$ cat src/design/fsa_pkg.sv
// ----------------------------------------------------------------------------
// fsa_pkg
// Shared constants and result codes for the first-fit suballocator.
// ----------------------------------------------------------------------------
package fsa_pkg;

    localparam int MAX_ENTRIES_DEF = 64;
    localparam int COUNT_BITS_DEF  = 24;

    localparam int EB_W     = 11;  // element_bytes width
    localparam int OFF_W    = 34;  // byte offset width
    localparam int STATUS_W = 3;
    localparam int TAG_W    = 2;
    localparam int CIDX_W   = 1;

    localparam logic [CIDX_W-1:0] CFG_CAPACITY = 1'd0;
    localparam logic [CIDX_W-1:0] CFG_ELEM_B   = 1'd1;

    localparam logic [EB_W-1:0] ELEM_B_RESET = 11'd4;

    localparam logic CMD_ALLOC = 1'b0;
    localparam logic CMD_FREE  = 1'b1;

    localparam logic [STATUS_W-1:0] ST_OK        = 3'd0;
    localparam logic [STATUS_W-1:0] ST_ZERO      = 3'd1;
    localparam logic [STATUS_W-1:0] ST_OVER_CAP  = 3'd2;
    localparam logic [STATUS_W-1:0] ST_NO_SPACE  = 3'd3;
    localparam logic [STATUS_W-1:0] ST_FULL      = 3'd4;
    localparam logic [STATUS_W-1:0] ST_BAD_ENTRY = 3'd5;

endpackage

$ cat src/design/fsa_mul.sv
// ----------------------------------------------------------------------------
// fsa_mul
// Registered multiplier forming the byte offset from an element offset.
// ----------------------------------------------------------------------------
module fsa_mul
    import fsa_pkg::*;
#(
    parameter int A_W = COUNT_BITS_DEF,
    parameter int B_W = EB_W,
    parameter int P_W = OFF_W
) (
    input  logic           i_clk,
    input  logic           i_en,
    input  logic [A_W-1:0] i_a,
    input  logic [B_W-1:0] i_b,
    output logic [P_W-1:0] o_p
);

    localparam int F_W = (A_W + B_W > P_W) ? (A_W + B_W) : P_W;

    logic [F_W-1:0] w_a;
    logic [F_W-1:0] w_b;
    logic [F_W-1:0] w_full;
    logic [P_W-1:0] r_p;

    assign w_a    = F_W'(i_a);
    assign w_b    = F_W'(i_b);
    assign w_full = w_a * w_b;
    assign o_p    = r_p;

    always_ff @(posedge i_clk) begin
        if (i_en) begin
            r_p <= w_full[P_W-1:0];
        end
    end

endmodule

$ cat config.mk
export PLATFORM = sky130hd
export DESIGN_NAME = fsa_mul
export DESIGN_NICKNAME = d
export VERILOG_FILES = /design/src/design/fsa_pkg.sv /design/src/design/fsa_mul.sv
export SDC_FILE = /design/constraint.sdc
export NUM_CORES = 1
export LEC_CHECK = 0
export BUFFER_PORTS_ARGS = -buffer_cell sky130_fd_sc_hd__buf_2
export CORE_MARGIN = 1.5
export CORE_UTILIZATION = 57
export CTS_CLUSTER_SIZE = 28
export DETAILED_ROUTE_END_ITERATION = 12
export HOLD_SLACK_MARGIN = 0.03
export PLACE_DENSITY = 0.82
export SLEW_MARGIN = 5
export SYNTH_ARGS = -nofsm -noshare
export SYNTH_HDL_FRONTEND = slang
export SYNTH_SLANG_ARGS = --single-unit
$ cat constraint.sdc
create_clock -name i_clk -period 5.1 [get_ports i_clk]
set_input_delay 0.255 -clock i_clk [delete_from_list [all_inputs] [get_ports i_clk]]
set_output_delay 0.255 -clock i_clk [all_outputs]
set_load 0.01 [all_outputs]
==> metrics, run 1 <==
hpwl dp 18.0 mm; Sink Count 34; Inserted Clock Buffers 5; Slew headroom 0.489; Root Buffer Master clkbuf_16; most common cell after layout, fill and taps aside fa_1; max-cap viol count 0; Synth cell types 44; DIE WIDTH 131 µm; CTS Buffer Depth 2; Synth Area in Adders 0.517; Hold WS 0.449 ns; DR vias/cell 5.35; initial DRC count 318; die area 17,100 µm²; CORE AREA 15,900 µm²; DR DRC count 0; layout cells sized above 1 0.176; asr flop ratio synth 0; fmax 0.204 GHz; Slew @ Worst Pin 0.767 ns; WL final 20.6 mm; Area contributors post-synth fa_1 42%, edfxtp_1 11%, ha_1 9.4%; multiplexer share of the synthesized area 0; # nets final 1,438; Cell Area, Synth 9290 µm²; GRT Total Usage 0.257; Initial Utilization 0.585; Reg clk slew, reported paths 0.05 ns; number of synthesized flops with an enable pin 34; Synth Area in XOR/XNOR 0.0311; utilization after layout 0.673; first-pass GRT wire length 34.5 mm; post-synthesis sequential area ratio 0.110; io pins 71; RePlAce Congestion 0.917; floorplan row count 46; Post-Syn Nets 1,317; DR pass1 iterations 4; Cells on Worst Hold Path 2; max reg flops 34; average wire per standard cell 15.2 µm; Setup crit start kind input port; vias in the first global route 7,732; gr ovfl total 0; Crit. End Element flop; worst-path maximum fanout 15; fin. max-slew vios 0; antenna violations before repair 1; Crit Path Category in -> reg; PortBufs 70; Final setup viols 0; total number of vias 7,237; Yosys top cell area share 0.422; antenna fix cells 0; postcts setup bufs 0; Area growth syn-to-layout 15.1%; Final Cycle Share 0.959; final worst path period need 4.89 ns; Worst Hold Class in -> reg; Seq cells post-synth 34; Final ANT Viol Nets 0; commonest non-fill, non-tap cells in the layout 196 x fa_1, 193 x inv_1, 186 x nand2_1; critical path arrival 4.92 ns; outcome complete, no violations; largest family of logic cells by synthesized area adder cells; Synth Area in Simple Gates 0.176; largest net degree at the start of global routing 35; Synth Warn # 0; critical path required time 5.12 ns; final hold violations 0; Yosys top cell by area fa_1; Main synth FF type edfxtp_1; setup TNS 0 ns; H-tree levels 2; chip height 131 µm; cells after synthesis 1,014; syn_area_per_cell 9.16 µm²; TritonCTS clock tree built; post-synthesis compound-gate area fraction 0.0671
==> layer usage <==
layer / up-vias / global-route usage / share of wire
li1: 3305 / - / -
met1: 3669 / 0.300 / 0.38
met2: 211 / 0.496 / 0.56
met4: 2 / 0.0608 / 0.023
met3: 50 / 0.0354 / 0.043
met5: - / 0 / 0.00073
==> critical path, cell delays in order <==
cell	delay, ns
buf_4	0.17
and2_4	0.18
fa_1	0.52
inv_1	0.06
fa_1	0.54
inv_1	0.05
fa_1	0.46
fa_1	0.51
inv_1	0.06
fa_1	0.49
inv_1	0.05
ha_1	0.28
a21o_1	0.20
buf_4	0.14
nand4_1	0.10
nand3_2	0.13
o2111ai_2	0.24
nand2_2	0.10
a211oi_2	0.27
xnor2_1	0.10
==> stage by stage <==
stage          instances  setup WS (ns)  instance area [µm²]
2_1_floorplan       1014          0.114                 9290
3_3_place_gp        1344         -0.158                10500
3_5_place_dp        1344         -0.256                10500
4_1_cts             1352        0.00515                10600
5_1_grt             1352        -0.0210                10700
6_report            1352          0.207                10700
==> kinds of logic after synthesis <==
group | Yosys count
simple gates | 341
fa+ha+maj | 266
buf+inv | 247
compound gates | 93
flops | 34
xor+xnor | 33
==> timing repair <==
item	in CTS	in global routing
hold buffers	0	0
endpoints found under the setup margin	0	14
gates resized for setup	0	25
==> layout make-up <==
| cell class | count | area, µm² |
|---|---|---|
| Multi-Input combinational cell | 733 | 7400 |
| Fill cell | 1227 | 5190 |
| Tap cell | 216 | 270 |
| Timing Repair Buffer | 167 | 1110 |
| Clock inverter | 3 | 40.0 |
| Sequential cell | 34 | 1020 |
| Clock buffer | 5 | 125 |
| Inverter | 194 | 728 |
==> worst paths after layout <==
| path | start | to | slack, ns |
|---|---|---|---|
| setup / recovery | i_b[5] | o_p[27] | 0.21 |
| hold / removal | i_a[0] | o_p[0] | 0.45 |
==> Yosys cell counts (4+ instances only) <==
master	count
xor2_1	12
nand2_1	187
and2_1	110
ha_1	70
nor2b_1	4
a31oi_1	7
a21oi_1	31
and3_1	5
fa_1	196
o211ai_1	4
o21ai_0	8
nand3_1	8
inv_1	193
a21o_1	10
o21ai_1	7
xnor2_1	21
nor2_1	14
o21bai_1	4
clkbuf_1	53
edfxtp_1	34
Power of run 1 is not shown: default switching activity piles up to over one toggle a cycle in this logic, so the estimate is an artifact.
==> inputs of run 2 (changes only) <==
--- a/config.mk
+++ b/config.mk
@@ -6,8 +6,10 @@
 export NUM_CORES = 1
 export LEC_CHECK = 0
 export BUFFER_PORTS_ARGS = -buffer_cell sky130_fd_sc_hd__buf_2
+export CELL_PAD_IN_SITES_DETAIL_PLACEMENT = 2
+export CELL_PAD_IN_SITES_GLOBAL_PLACEMENT = 2
 export CORE_MARGIN = 1.5
-export CORE_UTILIZATION = 57
+export CORE_UTILIZATION = 36
 export CTS_CLUSTER_SIZE = 28
 export DETAILED_ROUTE_END_ITERATION = 12
 export HOLD_SLACK_MARGIN = 0.03
==> run 2 against run 1 <==
Net effect: highest routed layer unchanged; worst hold slack gained 0.074 ns; via count grew 4.3%; setup slack lost 0.15 ns; first-iteration DRC count shrank 23%; final cell count grew 10%; wire length grew 59%; critical endpoint is now o_p[31]; largest cell class unchanged; utilization shrank 23 points.
==> metrics, run 2 (synthesis results as in run 1) <==
max-cap viol count 0 (unchanged); Initial Utilization 0.368 (-0.217); vias in the first global route 9,415 (+22%); Final ANT Viol Nets 0 (unchanged); io pins 71 (unchanged); critical path arrival 5.08 ns (+0.16 ns); most common cell after layout, fill and taps aside inv_1; WL final 32.7 mm (+59%); CP max stage cell fa_1; Crit path max-delay family adder cells; Slew @ Worst Pin 0.823 ns (+0.0558 ns); Final setup viols 0 (unchanged); utilization after layout 0.439 (-0.234); RePlAce Congestion 0.815 (-11%); Multi-input gate area 7430 µm² (+0.44%); TritonCTS clock tree built; Post-CTS Hold Fix Bufs 0 (unchanged); CP max stage delay 0.56 ns (+0.02 ns); gr ovfl total 0 (unchanged); initial DRC count 244 (-23%); Sink Count 34 (unchanged); # nets final 1,464 (+1.8%); RSZ-0062 raised after global routing true; DR vias/cell 5.06 (-5.6%); max reg flops 34 (unchanged); chip height 164 µm (+25%); Reg clk slew, reported paths 0.06 ns (about the same); CORE AREA 25,300 µm² (+59%); total number of vias 7,548 (+4.3%); Worst Hold Class in -> reg; setup TNS 0 ns (unchanged); die area 26,800 µm² (+57%); commonest non-fill, non-tap cells in the layout 193 x inv_1, 192 x fa_1, 187 x nand2_1; final hold violations 0 (unchanged); Crit. End Element flop; largest net degree at the start of global routing 35 (unchanged); Finished Layout Cells 1,493 (+10%); Final Cycle Share 0.988 (+0.0288); H-tree levels 2 (unchanged); Setup crit start kind input port; antenna violations before repair 3 (+2); fin. max-slew vios 0 (unchanged); CTS Buffer Depth 2 (unchanged); layout cells sized above 1 0.199 (+0.0229); Inserted Clock Buffers 5 (unchanged); most numerous cell on the critical path fa_1; DP Cell Count 1,481 (+10%); DR DRC count 0 (unchanged); floorplan row count 58 (+26%); worst path cell trace clkbuf_4 > buf_12 > nand2_1 > fa_1 > fa_1 > inv_1 > fa_1 > fa_1 > inv_1 > fa_1 > inv_1 > ha_1 > and2_4 > nand3_1 > a211oi_1 > buf_4 > o211ai_1 > a21oi_2 > a31oi_2 > xnor2_1; outcome complete, no violations; Root Buffer Master clkbuf_16; placed cell area 10,800 µm² (+3.0%); critical path required time 5.14 ns (+0.02 ns); Area growth syn-to-layout 19.2%; worst path bufs/invs 6 (unchanged); Crit Path Category in -> reg; DR pass1 iterations 4 (unchanged); Slew headroom 0.451 (-0.0372); fmax 0.198 GHz (-2.9%); GRT Total Usage 0.254 (-0.00258); post-route cell area 11,100 µm² (+3.6%); DIE WIDTH 164 µm (+25%); FILL cells 2,784 (+130%); final worst path period need 5.04 ns (+0.147 ns); worst-path maximum fanout 14 (-1); Reg area 1020 µm² (unchanged); average wire per standard cell 21.9 µm (+44%); PortBufs 70 (unchanged); first-pass GRT wire length 50.6 mm (+47%); hpwl dp 28.2 mm (+57%)
run 2: final timing paths:
kind	start	to	slack, ns	depth (start not counted)
worst max-delay path	i_b[4]	o_p[31]	0.06	20
worst min-delay path	i_a[0]	o_p[0]	0.52	3
run 2: tightest hold or removal path: cells and delay by family:
kind / cells / cell delay [ns]
buf+inv: 2 / 0.28
simple gates: 1 / 0.16
run 2: metrics by stage:
step	hold slack, ns	worst slack [ns]
after floorplan	0.367	0.114
after global placement	0.664	-0.240
after detailed placement	0.670	-0.556
after CTS	0.511	0.0124
after global routing	0.523	-0.0576
final	0.524	0.0602
run 2: area by class of cell:
| class | count | area share |
|---|---|---|
| antenna | 2 | 0.000452 |
| tap | 330 | 0.0373 |
| clock buffer | 5 | 0.0113 |
| timing repair buffer | 193 | 0.121 |
| multi-input combinational | 733 | 0.671 |
| inverter | 194 | 0.0657 |
| sequential | 34 | 0.0922 |
| clock inverter | 2 | 0.00136 |
run 2: what timing repair did:
action / 4_1_cts / 5_1_grt
resized for setup: 16 / 28
endpoints found under the setup margin: 14 / 12
cloned: 0 / 0
setup buffers: 0 / 3
pin swaps: 2 / 7
run 2: routing by layer:
metal | share of wire | global-route usage | routed length (µm) | vias to the layer above
li1 | - | - | - | 3350
met1 | 0.33 | 0.241 | 10800 | 3957
met2 | 0.60 | 0.523 | 19700 | 154
met3 | 0.024 | 0.0292 | 789 | 85
met4 | 0.043 | 0.128 | 1410 | 2
met5 | 0.00034 | 0 | 11 | -
Power of run 2 is left out for the same reason.
==> inputs of run 3 (changes only) <==
--- a/config.mk
+++ b/config.mk
@@ -6,14 +6,12 @@
 export NUM_CORES = 1
 export LEC_CHECK = 0
 export BUFFER_PORTS_ARGS = -buffer_cell sky130_fd_sc_hd__buf_2
-export CELL_PAD_IN_SITES_DETAIL_PLACEMENT = 2
-export CELL_PAD_IN_SITES_GLOBAL_PLACEMENT = 2
 export CORE_MARGIN = 1.5
-export CORE_UTILIZATION = 36
+export CORE_UTILIZATION = 35
 export CTS_CLUSTER_SIZE = 28
 export DETAILED_ROUTE_END_ITERATION = 12
 export HOLD_SLACK_MARGIN = 0.03
-export PLACE_DENSITY = 0.82
+export PLACE_DENSITY = 0.56
 export SLEW_MARGIN = 5
 export SYNTH_ARGS = -nofsm -noshare
 export SYNTH_HDL_FRONTEND = slang
==> run 3 against run 2 <==
Net effect: critical endpoint is now o_p[33]; via count fell by 6.2%; worst hold slack gained 0.035 ns; flip-flop and latch count unchanged; final cell count increased by 0.47%; wire length is 33% lower; critical path depth down 1; global-route usage down 8.9 points; count of clock-buffer cells in the layout up 1; first-iteration DRC count up 26%; final area shrank 0.23%; largest cell class unchanged; die area rose by 2.8%.
==> metrics, run 3 (synthesis results as in run 1) <==
CP max stage delay 0.60 ns (+0.04 ns); worst path bufs/invs 6 (unchanged); worst path cell trace buf_4 > buf_4 > and2_1 > fa_1 > fa_1 > fa_1 > fa_1 > inv_1 > fa_1 > inv_1 > ha_1 > a21oi_2 > inv_2 > a2111oi_4 > o2bb2ai_1 > a31oi_1 > buf_4 > and3_4 > a311oi_2; TritonCTS clock tree built; final hold violations 0 (unchanged); Area growth syn-to-layout 18.9%; antenna violations before repair 1 (-2); DR DRC count 0 (unchanged); CP max stage cell fa_1; DR vias/cell 4.72 (-6.7%); max reg flops 34 (unchanged); fin. max-slew vios 0 (unchanged); # nets final 1,465 (+0.068%); floorplan row count 59 (+1.7%); largest net degree at the start of global routing 35 (unchanged); Inserted Clock Buffers 5 (unchanged); CORE AREA 26,100 µm² (+3.2%); Hold WS 0.558 ns (+0.0348 ns); io pins 71 (unchanged); Root Buffer Master clkbuf_16; RSZ-0062 raised after global routing false; Cells on Worst Hold Path 3 (unchanged); H-tree levels 2 (unchanged); total number of vias 7,077 (-6.2%); outcome complete, no violations; PortBufs 70 (unchanged); vias in the first global route 7,446 (-21%); Slew headroom 0.456 (+0.00477); average wire per standard cell 14.7 µm (-33%); WL final 22.0 mm (-33%); Slew @ Worst Pin 0.816 ns (-0.00716 ns); GRT Total Usage 0.165 (-0.0889); Initial Utilization 0.357 (-0.0114); Final setup viols 0 (unchanged); Hold Startpoint i_a[0]; RePlAce Congestion 0.854 (+4.8%); Final Cycle Share 0.950 (-0.0382); Reg clk slew, reported paths 0.06 ns (about the same); CTS Buffer Depth 2 (unchanged); most common cell after layout, fill and taps aside fa_1; Crit. End Element flop; Worst Hold Class in -> reg; DIE WIDTH 166 µm (+1.4%); critical path arrival 4.95 ns (-0.13 ns); fmax 0.206 GHz (+4.0%); critical path required time 5.21 ns (+0.07 ns); hpwl dp 19.5 mm (-31%); Sink Count 34 (unchanged); max-cap viol count 0 (unchanged); chip height 166 µm (+1.4%); DR pass1 iterations 6 (+2); most numerous cell on the critical path fa_1; Final ANT Viol Nets 0 (unchanged); worst-path maximum fanout 10 (-4); gr ovfl total 0 (unchanged); Hold EP o_p[0]; commonest non-fill, non-tap cells in the layout 196 x fa_1, 193 x inv_1, 187 x nand2_1; initial DRC count 307 (+26%); die area 27,500 µm² (+2.8%); final worst path period need 4.84 ns (-0.195 ns); Crit path max-delay family adder cells; Post-CTS Hold Fix Bufs 0 (unchanged); Crit Path Category in -> reg; layout cells sized above 1 0.187 (-0.0115); Setup crit start kind input port; first-pass GRT wire length 36.8 mm (-27%)
run 3: layer usage:
layer | wire (µm) | vias to the layer above | track usage
li1 | - | 3357 | -
met1 | 9160 | 3606 | 0.209
met2 | 12100 | 102 | 0.306
met3 | 554 | 12 | 0.0195
met4 | 231 | 0 | 0.0247
met5 | 0 | - | 0
run 3: stage by stage:
step | util | setup slack, ns | cell area, µm² | TNS, ns | instances
floorplan | - | 0.114 | 9290 | 0 | 1014
global placement | 0.414 | -0.226 | 10800 | -1.05 | 1489
CTS | 0.421 | 0.0286 | 11000 | 0 | 1497
finish | 0.424 | 0.255 | 11100 | 0 | 1500
global route | 0.424 | 0.00868 | 11000 | 0 | 1499
detailed placement | 0.414 | -0.243 | 10800 | -1.72 | 1489
run 3: area by class of cell:
| cell class | instances | area [µm²] |
|---|---|---|
| clock inverter | 2 | 37.5 |
| inverter | 194 | 728 |
| tap | 335 | 419 |
| multi-input combinational | 733 | 7380 |
| timing repair buffer | 194 | 1330 |
| fill | 2607 | 15000 |
| sequential | 34 | 1020 |
| clock buffer | 6 | 129 |
| antenna | 2 | 5.00 |
run 3: worst max path at each step:
stage             from       to  slack, ns  depth (start not counted)
2_1_floorplan   i_b[5]  o_p[33]       0.11                         18
3_3_place_gp    i_b[2]  o_p[27]      -0.23                         20
3_5_place_dp    i_b[2]  o_p[27]      -0.24                         19
4_1_cts         i_b[2]  o_p[27]       0.03                         19
5_1_grt         i_b[8]  o_p[33]      0.009                         18
6_report       i_a[12]  o_p[33]       0.26                         19
run 3: what timing repair did:
item                       CTS  global route
gates resized for setup      0            27
setup endpoints to repair    0            13
buffers inserted             0             1
Power of run 3 is left out for the same reason.
